===== config.mk =====
export PLATFORM = sky130hd
export DESIGN_NAME = pfs_light_mem
export DESIGN_NICKNAME = d
export VERILOG_FILES = /design/src/design/pfs_pkg.sv /design/src/design/pfs_light_mem.sv
export SDC_FILE = /design/constraint.sdc
export NUM_CORES = 1
export LEC_CHECK = 0
export BUFFER_PORTS_ARGS = -buffer_cell sky130_fd_sc_hd__clkbuf_2
export CORE_MARGIN = 5
export CORE_UTILIZATION = 50
export DETAILED_ROUTE_END_ITERATION = 10
export MAX_ROUTING_LAYER = met4
export PLACE_DENSITY = 0.68
export SYNTH_ARGS = -nofsm -noshare
export SYNTH_HDL_FRONTEND = slang
export SYNTH_SLANG_ARGS = --single-unit

===== constraint.sdc =====
create_clock -name aclk -period 19.35 [get_ports aclk]
set_input_delay 2.9025 -clock aclk [delete_from_list [all_inputs] [get_ports aclk]]
set_output_delay 2.9025 -clock aclk [all_outputs]
set_load 0.02 [all_outputs]

===== src/design/pfs_pkg.sv =====
// ----------------------------------------------------------------------------
// pfs_pkg
// shared types, sizes, codes and the glyph ramp of the fragment shader
// ----------------------------------------------------------------------------
package pfs_pkg;

    localparam int MAX_LIGHTS   = 8;
    localparam int GLYPH_LEVELS = 12;

    // sizes derived from the light table depth and the glyph level count
    localparam int SLOTW = (MAX_LIGHTS > 1) ? $clog2(MAX_LIGHTS) : 1;
    localparam int CNTW  = $clog2(MAX_LIGHTS + 1);
    localparam int TOTW  = 17 + $clog2(MAX_LIGHTS + 1);
    localparam int ACCW  = 19 + $clog2(MAX_LIGHTS + 1);
    localparam int GLW   = $clog2(GLYPH_LEVELS);

    // configuration port address width
    localparam int ADDR_W = 5;

    typedef logic signed [32:0] wide_t;   // difference of two s15.16 values
    typedef logic signed [17:0] nrm_t;    // normalised component, q1.16
    typedef logic signed [23:0] mop_t;    // multiplier operand
    typedef logic signed [47:0] prod_t;   // multiplier product
    typedef logic signed [39:0] dacc_t;   // dot product accumulator

    typedef struct packed {
        logic signed [31:0] px;
        logic signed [31:0] py;
        logic signed [31:0] pz;
        logic [47:0]        rgb;
        logic [31:0]        str;
    } light_t;

    typedef enum logic [1:0] {
        MODE_GLYPH       = 2'd0,
        MODE_GLYPH_COLOR = 2'd1,
        MODE_COLOR       = 2'd2,
        MODE_NORMAL      = 2'd3
    } mode_t;

    typedef enum logic [2:0] {
        REG_SHADE_MODE  = 3'd0,
        REG_LIGHT_COUNT = 3'd1,
        REG_CAMERA_X    = 3'd2,
        REG_CAMERA_Y    = 3'd3,
        REG_CAMERA_Z    = 3'd4
    } reg_idx_t;

    localparam logic OP_WRITE_LIGHT = 1'b0;

    typedef enum logic [2:0] {
        N_IDLE,
        N_SHIFT,
        N_SQUARE,
        N_ROOT,
        N_DIV,
        N_DONE
    } nstate_t;

    typedef enum logic [3:0] {
        S_IDLE,
        S_N_START,
        S_N_WAIT,
        S_V_START,
        S_V_WAIT,
        S_L_READ,
        S_L_START,
        S_L_WAIT,
        S_EDOT,
        S_REFL,
        S_PDOT,
        S_POW,
        S_SPEC,
        S_CHAN,
        S_OUT
    } state_t;

    // twelve-step brightness ramp, brightest first
    function automatic logic [6:0] ramp_char(input logic [3:0] idx);
        logic [6:0] ch;
        case (idx)
            4'd0:    ch = 7'h40;
            4'd1:    ch = 7'h24;
            4'd2:    ch = 7'h23;
            4'd3:    ch = 7'h2A;
            4'd4:    ch = 7'h21;
            4'd5:    ch = 7'h3D;
            4'd6:    ch = 7'h3B;
            4'd7:    ch = 7'h3A;
            4'd8:    ch = 7'h7E;
            4'd9:    ch = 7'h2D;
            4'd10:   ch = 7'h2C;
            4'd11:   ch = 7'h2E;
            default: ch = 7'h40;
        endcase
        return ch;
    endfunction

    localparam logic [6:0] GLYPH_AT = 7'h40;

endpackage


===== src/design/pfs_light_mem.sv =====
// ----------------------------------------------------------------------------
// pfs_light_mem
// light table: one write port, one registered read port
// ----------------------------------------------------------------------------
module pfs_light_mem (
    input  logic                    aclk,
    input  logic                    we,
    input  logic [pfs_pkg::SLOTW-1:0] waddr,
    input  pfs_pkg::light_t         wdata,
    input  logic                    re,
    input  logic [pfs_pkg::SLOTW-1:0] raddr,
    output pfs_pkg::light_t         rdata
);
    import pfs_pkg::*;

    light_t mem [MAX_LIGHTS];
    light_t rdata_reg;

    // write port
    always_ff @(posedge aclk) begin
        if (we) begin
            mem[waddr] <= wdata;
        end
    end

    // registered read port
    always_ff @(posedge aclk) begin
        if (re) begin
            rdata_reg <= mem[raddr];
        end
    end

    assign rdata = rdata_reg;

endmodule


==> flow_summary.yaml <==
yosys:
  synth_seq_area_share_pct: 81.60
  synthArstFlopShare_pct: 0
  synth_area_per_cell_um2: 26.22
  yosys.cell_types.count: 13
  yosys-top-cells-area: "edfxtp_1 (82%), mux4_2 (14%), mux2_2 (3.4%)"
  synthTopCellsByCount: "edfxtp_1 (1584), mux4_2 (352), mux2_2 (176)"
  synth_nets: 2408
  yosysTopAreaCell: "edfxtp_1"
  synth_flop_cell: "edfxtp_1"
  yosysMostFrequentCell: "edfxtp_1"
  syn_inst: 2223
  synth_top_area_share_pct: 81.60
  synth_area_um2: 58290
  yosysWarnings: 0
  synth-edff-count: 1584
  synth-seq-cells: 1584
job:
  maxCapViolCount: 0
sta:
  timing.final.ws_setup_ns: 12.93
  skew_ns: 0.01776
  fin_crit_sh_pct: 33.18
  setup_viol: 0
  maxSlewViolCount: 0
  fmax_mhz: 155.8
  setup-tns-final_ns: 0
  period_needed_ns: 6.420
  max_slew_margin_pct: 19.19
  final_hold_viol_count: 0
  rsz0062_at_grt: "false"
  tightest_slew_ns: 1.212
die:
  die_w_um: 351.5
  dieArea_um2: 123500
  initial_utilization_pct: 50.23
  core_um2: 116000
  ios: 361
  rows: 125
  die_y_um: 351.5
worst_hold_path:
  hold_class: "flop to flop"
  hp-start: "mem[5][99]"
  min_path_cells: 2
  hold_end: "rdata[99]"
worst_setup_path:
  cp_max_fo: 67
  worstSetupPathType: "input port to flop"
  worstSetupStartpointType: "input port"
  worstReg2RegStart: "mem[5][85]"
  rr_worst_depth: 2
  cp.required_ns: 19.85
  setup.worst_path.start: "raddr[0]"
  r2r-end: "rdata[85]"
  cp-end-kind: "flop"
  regToRegSetupSlack_ns: 17.94
  crit_arrival_ns: 6.92
finish:
  nFillCells: 8239
  syn_to_final_growth_pct: 14.83
  largest_reg_flops: 1408
  fin_nets: 2874
  drive_gt1_share_pct: 41.23
detailed_routing:
  met1_length_um: 49510
  drt_wl_total_um: 121800
  wl_met2_um: 60140
  drt_iter0_markers: 1994
  ant_nets: 0
  topRoutingLayerUsed: "met4"
  met3_length_um: 10310
  first_pass_iters: 5
  drc_errors: 0
  vias: 25171
  viasPerCell: 5.759
  wire_per_inst_um: 27.87
clock_network:
  cts_buffer_depth: 3
  cts_tree: "done"
  h-tree-depth: 4
  clkTransAtPathRegs_ns: 0.06
  clock_sinks: 1584
  root_buffer: "clkbuf_16"
  cts_buffers: 159
  clock_latency_ns: 0.76
  cts_resized: 0
  cts_hold_buf: 0
  cts_post_setup_buffers_inserted: 0
pwr:
  intPower_mw: 5.823
  power.share.combinational_pct: 5.2
  power.leakage_nw: 21.71
  power.share.sequential_pct: 53.9
  vdd.ir_drop.worst_mv: 0.08536
  pwr-share-clk_pct: 40.8
  switching_share_pct: 20.76
  p_switching_mw: 1.526
  power.density_nw_per_um2: 109.8
placed_design:
  dpl_worst_slack_ns: 11.98
  gp_congestion: 0.7122
  port_buffers: 360
  dpl.hpwl_um: 63350
global_route:
  grt_max_degree: 126
  grt_pass1_vias: 26678
  grt_use_total_pct: 20.53
  grt_pass1_wl_um: 178700
  overflow: 0
  antenna_found_initial: 27
status:
  status: "completed"
## layer usage
metal,vias to the layer above,track usage (%)
met1,13549,27.49
met2,888,32.22
met3,144,5.545
met4,0,4.728
li1,10590,-
met5,-,-
## critical path: stages
cell	delay (ns)
buf_8	0.56
buf_4	0.77
buf_4	0.77
buf_4	0.76
mux4_2	0.59
mux2_2	0.28
## placed cells by master, fill, tap and decap left out
master	n
buf_12	4
buf_4	39
buf_8	2
bufinv_16	15
clkbuf_1	36
clkbuf_16	160
clkbuf_2	356
clkbuf_8	2
clkinv_1	31
clkinv_16	3
clkinv_2	25
clkinv_4	2
clkinv_8	2
clkinvlp_4	6
diode_2	29
edfxtp_1	1584
inv_16	5
inv_6	5
mux2_2	176
mux4_2	352
nand2_1	2
nand2b_1	3
nor2_4	6
nor3_2	2
## kinds of logic (layout without fill, tap and decap cells)
| group | Yosys count | count (layout) | synth area share, % |
|---|---|---|---|
| simple gates | 13 | 13 | 0.1009 |
| buf+inv | 98 | 693 | 1.303 |
| other cells | 0 | 29 | 0 |
| mux | 528 | 528 | 17.00 |
| flops | 1584 | 1584 | 81.60 |
## worst max-delay path by stage
stage / endpoint / cells after the start
2_1_floorplan: mem[0][0] / 1
3_3_place_gp: rdata[160] / 6
3_5_place_dp: rdata[160] / 6
4_1_cts: rdata[159] / 6
5_1_grt: rdata[159] / 6
6_report: rdata[159] / 6
## layout make-up
class | instances | area, um^2 | area share (%)
Antenna cell | 29 | 72.57 | 0.1084
Tap cell | 1524 | 1907 | 2.849
Timing Repair Buffer | 403 | 2212 | 3.305
Sequential cell | 1584 | 47570 | 71.06
Clock inverter | 94 | 1021 | 1.525
Multi-Input combinational cell | 541 | 10020 | 14.97
Clock buffer | 196 | 4139 | 6.183
## per-stage QoR
| stage | total power, mW | hold slack (ns) | area, um^2 | instances | utilization, % |
|---|---|---|---|---|---|
| 3_3_place_gp | 4.406 | 0.7349 | 61710 | 4052 | 53.17 |
| 4_1_cts | 7.432 | 0.7479 | 66870 | 4342 | 57.62 |
| 3_5_place_dp | 4.428 | 0.7443 | 61710 | 4052 | 53.17 |
| 6_report | 7.349 | 0.7462 | 66940 | 4371 | 57.68 |
| 5_1_grt | 7.612 | 0.7688 | 66930 | 4368 | 57.68 |
| 2_1_floorplan | 4.280 | 0.7319 | 58290 | 2223 | - |
## power groups by stage
stage	sequential, mW	clock (mW)	combinational (mW)
after detailed placement	4.03	0	0.393
after CTS	3.96	3.07	0.395
after global routing	3.97	3.23	0.416
after global placement	4.02	0	0.381
after floorplan	4.07	0	0.205
final	3.96	3.00	0.386
Power figures use the tool's default switching activity.
