$ cat config.mk
export PLATFORM = sky130hd
export DESIGN_NAME = pfs_normalize
export DESIGN_NICKNAME = d
export VERILOG_FILES = /design/src/design/pfs_pkg.sv /design/src/design/pfs_normalize.sv
export SDC_FILE = /design/constraint.sdc
export NUM_CORES = 2
export LEC_CHECK = 0
export BUFFER_PORTS_ARGS = -buffer_cell sky130_fd_sc_hd__buf_2
export CELL_PAD_IN_SITES_DETAIL_PLACEMENT = 0
export CELL_PAD_IN_SITES_GLOBAL_PLACEMENT = 2
export CORE_MARGIN = 3
export CORE_UTILIZATION = 35
export CTS_CLUSTER_DIAMETER = 100
export CTS_CLUSTER_SIZE = 40
export DETAILED_ROUTE_END_ITERATION = 7
export PLACE_DENSITY = 0.77
export SYNTH_ARGS = -nofsm -noshare
export SYNTH_HDL_FRONTEND = slang
export SYNTH_SLANG_ARGS = --single-unit
$ cat constraint.sdc
create_clock -name aclk -period 19.57 [get_ports aclk]
set_clock_uncertainty 0.1 [all_clocks]
set_input_delay 1.957 -clock aclk [delete_from_list [all_inputs] [get_ports aclk]]
set_output_delay 1.957 -clock aclk [all_outputs]
set_load 0.1 [all_outputs]
$ cat src/design/pfs_pkg.sv
// ----------------------------------------------------------------------------
// pfs_pkg
// shared types, sizes, codes and the glyph ramp of the fragment shader
// ----------------------------------------------------------------------------
package pfs_pkg;

    localparam int MAX_LIGHTS   = 8;
    localparam int GLYPH_LEVELS = 12;

    // sizes derived from the light table depth and the glyph level count
    localparam int SLOTW = (MAX_LIGHTS > 1) ? $clog2(MAX_LIGHTS) : 1;
    localparam int CNTW  = $clog2(MAX_LIGHTS + 1);
    localparam int TOTW  = 17 + $clog2(MAX_LIGHTS + 1);
    localparam int ACCW  = 19 + $clog2(MAX_LIGHTS + 1);
    localparam int GLW   = $clog2(GLYPH_LEVELS);

    // configuration port address width
    localparam int ADDR_W = 5;

    typedef logic signed [32:0] wide_t;   // difference of two s15.16 values
    typedef logic signed [17:0] nrm_t;    // normalised component, q1.16
    typedef logic signed [23:0] mop_t;    // multiplier operand
    typedef logic signed [47:0] prod_t;   // multiplier product
    typedef logic signed [39:0] dacc_t;   // dot product accumulator

    typedef struct packed {
        logic signed [31:0] px;
        logic signed [31:0] py;
        logic signed [31:0] pz;
        logic [47:0]        rgb;
        logic [31:0]        str;
    } light_t;

    typedef enum logic [1:0] {
        MODE_GLYPH       = 2'd0,
        MODE_GLYPH_COLOR = 2'd1,
        MODE_COLOR       = 2'd2,
        MODE_NORMAL      = 2'd3
    } mode_t;

    typedef enum logic [2:0] {
        REG_SHADE_MODE  = 3'd0,
        REG_LIGHT_COUNT = 3'd1,
        REG_CAMERA_X    = 3'd2,
        REG_CAMERA_Y    = 3'd3,
        REG_CAMERA_Z    = 3'd4
    } reg_idx_t;

    localparam logic OP_WRITE_LIGHT = 1'b0;

    typedef enum logic [2:0] {
        N_IDLE,
        N_SHIFT,
        N_SQUARE,
        N_ROOT,
        N_DIV,
        N_DONE
    } nstate_t;

    typedef enum logic [3:0] {
        S_IDLE,
        S_N_START,
        S_N_WAIT,
        S_V_START,
        S_V_WAIT,
        S_L_READ,
        S_L_START,
        S_L_WAIT,
        S_EDOT,
        S_REFL,
        S_PDOT,
        S_POW,
        S_SPEC,
        S_CHAN,
        S_OUT
    } state_t;

    // twelve-step brightness ramp, brightest first
    function automatic logic [6:0] ramp_char(input logic [3:0] idx);
        logic [6:0] ch;
        case (idx)
            4'd0:    ch = 7'h40;
            4'd1:    ch = 7'h24;
            4'd2:    ch = 7'h23;
            4'd3:    ch = 7'h2A;
            4'd4:    ch = 7'h21;
            4'd5:    ch = 7'h3D;
            4'd6:    ch = 7'h3B;
            4'd7:    ch = 7'h3A;
            4'd8:    ch = 7'h7E;
            4'd9:    ch = 7'h2D;
            4'd10:   ch = 7'h2C;
            4'd11:   ch = 7'h2E;
            default: ch = 7'h40;
        endcase
        return ch;
    endfunction

    localparam logic [6:0] GLYPH_AT = 7'h40;

endpackage

$ cat src/design/pfs_normalize.sv
// ----------------------------------------------------------------------------
// pfs_normalize
// multi-cycle vector normaliser: range shift, sum of squares, bitwise root,
// restoring divide per component
// ----------------------------------------------------------------------------
module pfs_normalize (
    input  logic           aclk,
    input  logic           aresetn,
    input  logic           start,
    input  pfs_pkg::wide_t vin  [3],
    output logic           done,
    output pfs_pkg::nrm_t  vout [3]
);
    import pfs_pkg::*;

    nstate_t     state_reg, state_next;
    logic        neg_reg  [3];
    logic        neg_next [3];
    logic [32:0] mag_reg  [3];
    logic [32:0] mag_next [3];
    logic [32:0] m_reg, m_next;
    logic [61:0] sum_reg, sum_next;
    logic [63:0] rem_reg, rem_next;
    logic [63:0] root_reg, root_next;
    logic [63:0] bit_reg, bit_next;
    logic [4:0]  cnt_reg, cnt_next;
    logic [1:0]  k_reg, k_next;
    logic [32:0] drem_reg, drem_next;
    logic [17:0] dsh_reg, dsh_next;
    logic [17:0] q_reg, q_next;
    nrm_t        out_reg  [3];
    nrm_t        out_next [3];

    logic [32:0] mag_in [3];
    logic [32:0] max_in;
    logic [59:0] sq;
    logic [63:0] trial;
    logic [32:0] dtry;
    logic [32:0] dlen;
    logic [17:0] qn;
    logic [16:0] qc;

    // magnitudes and their maximum at start
    always_comb begin
        for (int i = 0; i < 3; i++) begin
            mag_in[i] = vin[i][32] ? 33'(-vin[i]) : 33'(vin[i]);
        end
        max_in = mag_in[0];
        if (mag_in[1] > max_in) max_in = mag_in[1];
        if (mag_in[2] > max_in) max_in = mag_in[2];
    end

    // control and datapath
    always_comb begin
        state_next = state_reg;
        m_next     = m_reg;
        sum_next   = sum_reg;
        rem_next   = rem_reg;
        root_next  = root_reg;
        bit_next   = bit_reg;
        cnt_next   = cnt_reg;
        k_next     = k_reg;
        drem_next  = drem_reg;
        dsh_next   = dsh_reg;
        q_next     = q_reg;
        for (int i = 0; i < 3; i++) begin
            neg_next[i] = neg_reg[i];
            mag_next[i] = mag_reg[i];
            out_next[i] = out_reg[i];
        end

        sq    = mag_reg[k_reg][29:0] * mag_reg[k_reg][29:0];
        trial = root_reg + bit_reg;
        dlen  = {1'b0, root_reg[31:0]};
        dtry  = {drem_reg[31:0], dsh_reg[17]};
        qn    = {q_reg[16:0], (dtry >= dlen)};
        qc    = (qn > 18'd65536) ? 17'd65536 : qn[16:0];

        case (state_reg)
            N_IDLE: begin
                if (start) begin
                    for (int i = 0; i < 3; i++) begin
                        neg_next[i] = vin[i][32];
                        mag_next[i] = mag_in[i];
                        out_next[i] = '0;
                    end
                    m_next     = max_in;
                    sum_next   = '0;
                    state_next = (max_in == '0) ? N_DONE : N_SHIFT;
                end
            end
            // bring the largest magnitude into [2^29, 2^30)
            N_SHIFT: begin
                if (m_reg[32:30] != '0) begin
                    m_next = m_reg >> 1;
                    for (int i = 0; i < 3; i++) mag_next[i] = mag_reg[i] >> 1;
                end else if (m_reg[29] == 1'b0) begin
                    m_next = m_reg << 1;
                    for (int i = 0; i < 3; i++) mag_next[i] = mag_reg[i] << 1;
                end else begin
                    k_next     = 2'd0;
                    state_next = N_SQUARE;
                end
            end
            // sum of squares, one component a cycle
            N_SQUARE: begin
                sum_next = sum_reg + 62'(sq);
                if (k_reg == 2'd2) begin
                    rem_next   = {2'b00, sum_reg + 62'(sq)};
                    root_next  = '0;
                    bit_next   = 64'h4000_0000_0000_0000;
                    cnt_next   = 5'd31;
                    state_next = N_ROOT;
                end else begin
                    k_next = k_reg + 2'd1;
                end
            end
            // floor square root, two bits of the radicand a cycle
            N_ROOT: begin
                if (rem_reg >= trial) begin
                    rem_next  = rem_reg - trial;
                    root_next = (root_reg >> 1) + bit_reg;
                end else begin
                    root_next = root_reg >> 1;
                end
                bit_next = bit_reg >> 2;
                if (cnt_reg == '0) begin
                    k_next     = 2'd0;
                    drem_next  = {2'b00, mag_reg[0][32:2]};
                    dsh_next   = {mag_reg[0][1:0], 16'h0000};
                    q_next     = '0;
                    cnt_next   = 5'd17;
                    state_next = N_DIV;
                end else begin
                    cnt_next = cnt_reg - 5'd1;
                end
            end
            // restoring divide, one quotient bit a cycle
            N_DIV: begin
                drem_next = (dtry >= dlen) ? (dtry - dlen) : dtry;
                dsh_next  = dsh_reg << 1;
                q_next    = qn;
                if (cnt_reg == '0) begin
                    out_next[k_reg] = neg_reg[k_reg] ? -nrm_t'({1'b0, qc})
                                                     : nrm_t'({1'b0, qc});
                    if (k_reg == 2'd2) begin
                        state_next = N_DONE;
                    end else begin
                        k_next    = k_reg + 2'd1;
                        drem_next = {2'b00, mag_reg[k_reg + 2'd1][32:2]};
                        dsh_next  = {mag_reg[k_reg + 2'd1][1:0], 16'h0000};
                        q_next    = '0;
                        cnt_next  = 5'd17;
                    end
                end else begin
                    cnt_next = cnt_reg - 5'd1;
                end
            end
            N_DONE: begin
                state_next = N_IDLE;
            end
            default: begin
                state_next = N_IDLE;
            end
        endcase
    end

    // control state
    always_ff @(posedge aclk) begin
        if (!aresetn) begin
            state_reg <= N_IDLE;
        end else begin
            state_reg <= state_next;
        end
    end

    // datapath registers
    always_ff @(posedge aclk) begin
        m_reg    <= m_next;
        sum_reg  <= sum_next;
        rem_reg  <= rem_next;
        root_reg <= root_next;
        bit_reg  <= bit_next;
        cnt_reg  <= cnt_next;
        k_reg    <= k_next;
        drem_reg <= drem_next;
        dsh_reg  <= dsh_next;
        q_reg    <= q_next;
        for (int i = 0; i < 3; i++) begin
            neg_reg[i] <= neg_next[i];
            mag_reg[i] <= mag_next[i];
            out_reg[i] <= out_next[i];
        end
    end

    assign done = (state_reg == N_DONE);
    assign vout = out_reg;

endmodule
==> results.md <==
* Status: complete, no violations
* Flop2flop setup slack at 8.35 ns
* Gpl congestion at 0.9097
* Initial Util at 35.46%
* Core box area at 175,200 um2
* Yosys top cell area share at 24.33%
* Top_reg_cell synth: edfxtp_1
* # IOs at 157
* DRT Pass-1 Iters at 5
* Detail Placement HPWL at 163.0 mm
* Total wire length at 207.6 mm
* Slew Limit Headroom at 20.77%
* Fmax at 89.15 MHz
* CP max stage delay at 0.87 ns
* RSZ-0062 raised after global routing: false
* Die area at 182,600 um2
* Fin. Hold Viols at 0
* Largest register FFs at 99
* Placed Cells at 9,184
* Tcrit/Tclk final at 57.32%
* Fraction of layout cells with a size suffix above 1 at 5.743%
* CTS tree: yes
* Post-CTS Setup Bufs at 0
* Clock transition at path regs at 0.12 ns
* Rows at 153
* Commonest non-fill, non-tap cell in the layout: inv_1
* Worst EP required at 19.90 ns
* # H-tree levels at 1
* Mapped Cells at 6,904
* Syn_nets at 8,238
* Highest metal used: met4
* Max Transition Viols Final at 0
* RR Endpoint: rem_reg[59]$_DFFE_PP_
* Die H at 427.3 um
* Yosys warns at 0
* Final setup violating endpoints at 0
* Non-Filler Instances at 9,240
* Fillers at 17.80k
* # DRC at 0
* Cts hold-fix bufs at 0
* Crit Path Max Fanout at 31
* Yosys top cell by area: fa_1
* First-pass GRT wire length at 316.9 mm
* TNS Setup at 0 ns
* Clock Sinks at 474
* Synth area leaders: fa_1, edfxtp_1, ha_1, inv_1, nand2_1
* R2R depth at 32
* Clock root buffer: clkbuf_16
* Total CTS buffers at 29
* Nets@finish at 8,224
* Cell depth of the worst min-delay path at 1
* Vias at 48.94k
* Vias per cell at 5.296
* Met2 WL post-DR at 94.61 mm
* Initial antenna violation count at 9
* Clock tree buffer depth at 3
* CP max-delay cell: inv_1
* Most frequent cells in the layout: inv_1, nand2_1, fa_1
* Pin count of the biggest net entering global routing at 109
* Vias in the first global route at 49.74k
* GR Overflow Total at 0
* Seq/Total Area, Yosys at 22.83%
* Area grow syn2layout at 7.189%
* Cell Area, Synth at 62,120 um2
* Setup CP Type: reg -> reg
* WP data arrival at 11.55 ns
* Detail Route Antenna Nets at 0
* Post-layout min period at 11.22 ns
* Ys async rst share at 0%
* Setup crit end kind: flop
* First DRT Iteration DRCs at 3,848
* Pin slew with the least headroom to its limit at 1.188 ns
* Metal-1 WL at 98.36 mm
* Avg WL per Cell at 22.47 um
* Post-CTS sizing at 0
* Worst skew pair latency at 0.70 ns
* Die Wd at 427.3 um
* Port Buffer Count at 156
* Met3 wire length at 10.68 mm
* Max-cap viol count at 0
* Min-delay src: k_reg[1]$_DFFE_PP_
* Critical Path Start Type: flop
* Number of flops mapped to enable cells by yosys at 469
* Total GRT Usage at 22.67%
* Syn Area/Cell at 8.997 um2
* Cell variety after synth at 84
* Synth Register Bits at 474
* CP dominant cell by count: fa_1
* Worst hold path type: reg -> reg
## area by class of cell
cell class	count	area, um2	area share, %
diodes	2	5.005	0.007517
clock buffers	29	725.7	1.090
clock inverters	25	344.1	0.5168
inverters	1095	4111	6.175
multi-input cells	5045	42850	64.36
flip-flops and latches	474	14190	21.31
well taps	2325	2909	4.369
repair buffers	245	1449	2.176
## synthesized netlist by cell type (42+ instances only)
| master | instances |
|---|---|
| inv_1 | 1086 |
| nand2_1 | 810 |
| fa_1 | 755 |
| nor2_1 | 621 |
| ha_1 | 477 |
| edfxtp_1 | 469 |
| o21ai_0 | 373 |
| a21oi_1 | 288 |
| clkbuf_1 | 257 |
| xnor2_1 | 223 |
| a21o_1 | 138 |
| xor2_1 | 134 |
| a31oi_1 | 133 |
| mux2i_1 | 100 |
| nand3_1 | 95 |
| a211oi_1 | 80 |
| and2_1 | 67 |
| and3_1 | 66 |
| nor3_1 | 49 |
| o31ai_1 | 48 |
| nand4_1 | 47 |
| o21a_1 | 47 |
| nand2b_1 | 42 |
## critical path, delay by kind of cell, from the launching register on
kind / cells / cell delay [ns]
AOI/OAI and AO/OA: 9 / 2.97
xor gates and xnor gates: 1 / 0.21
adders and majority gates: 9 / 4.44
buffers and inverters: 9 / 2.00
DFF: 1 / 0.33
muxes: 1 / 0.16
and+or+nand+nor: 3 / 0.68
## layer usage
layer	vias to the layer above	GRT usage, %
li1	22945	-
met1	24556	33.29
met2	1275	36.36
met3	162	2.454
met4	0	3.912
met5	-	0
## logic make-up after synthesis
| logic type | share of synthesized area [%] |
|---|---|
| mux | 1.869 |
| buf+inv | 8.423 |
| simple gates | 14.46 |
| fa+ha+maj | 33.94 |
| flops | 22.83 |
| compound gates | 13.44 |
| xor+xnor | 5.034 |
## metrics by stage
stage          utilization, %  setup slack [ns]  hold slack [ns]  instance area (um2)
2_1_floorplan               -             9.417           0.4042                62120
3_3_place_gp            37.40             8.703           0.4655                65510
3_5_place_dp            37.40             8.392           0.4671                65510
4_1_cts                 38.01             8.391           0.4936                66580
5_1_grt                 38.01             7.770           0.5094                66580
6_report                38.01             8.353           0.4980                66580
## worst max path at each step
stage	start	end	slack, ns	depth (start not counted)
CTS	flop	rem_reg[59]$_DFFE_PP_	8.39	32
floorplan	root_reg[2]$_SDFFCE_PN0P_	rem_reg[0]$_DFFE_PP_	9.42	28
detailed placement	flop	rem_reg[59]$_DFFE_PP_	8.39	32
global placement	flop	rem_reg[59]$_DFFE_PP_	8.70	32
finish	flop	rem_reg[59]$_DFFE_PP_	8.35	32
global route	flop	rem_reg[59]$_DFFE_PP_	7.77	32
Power is not shown: default switching activity piles up to over one toggle a cycle in this logic, so the estimate is an artifact.
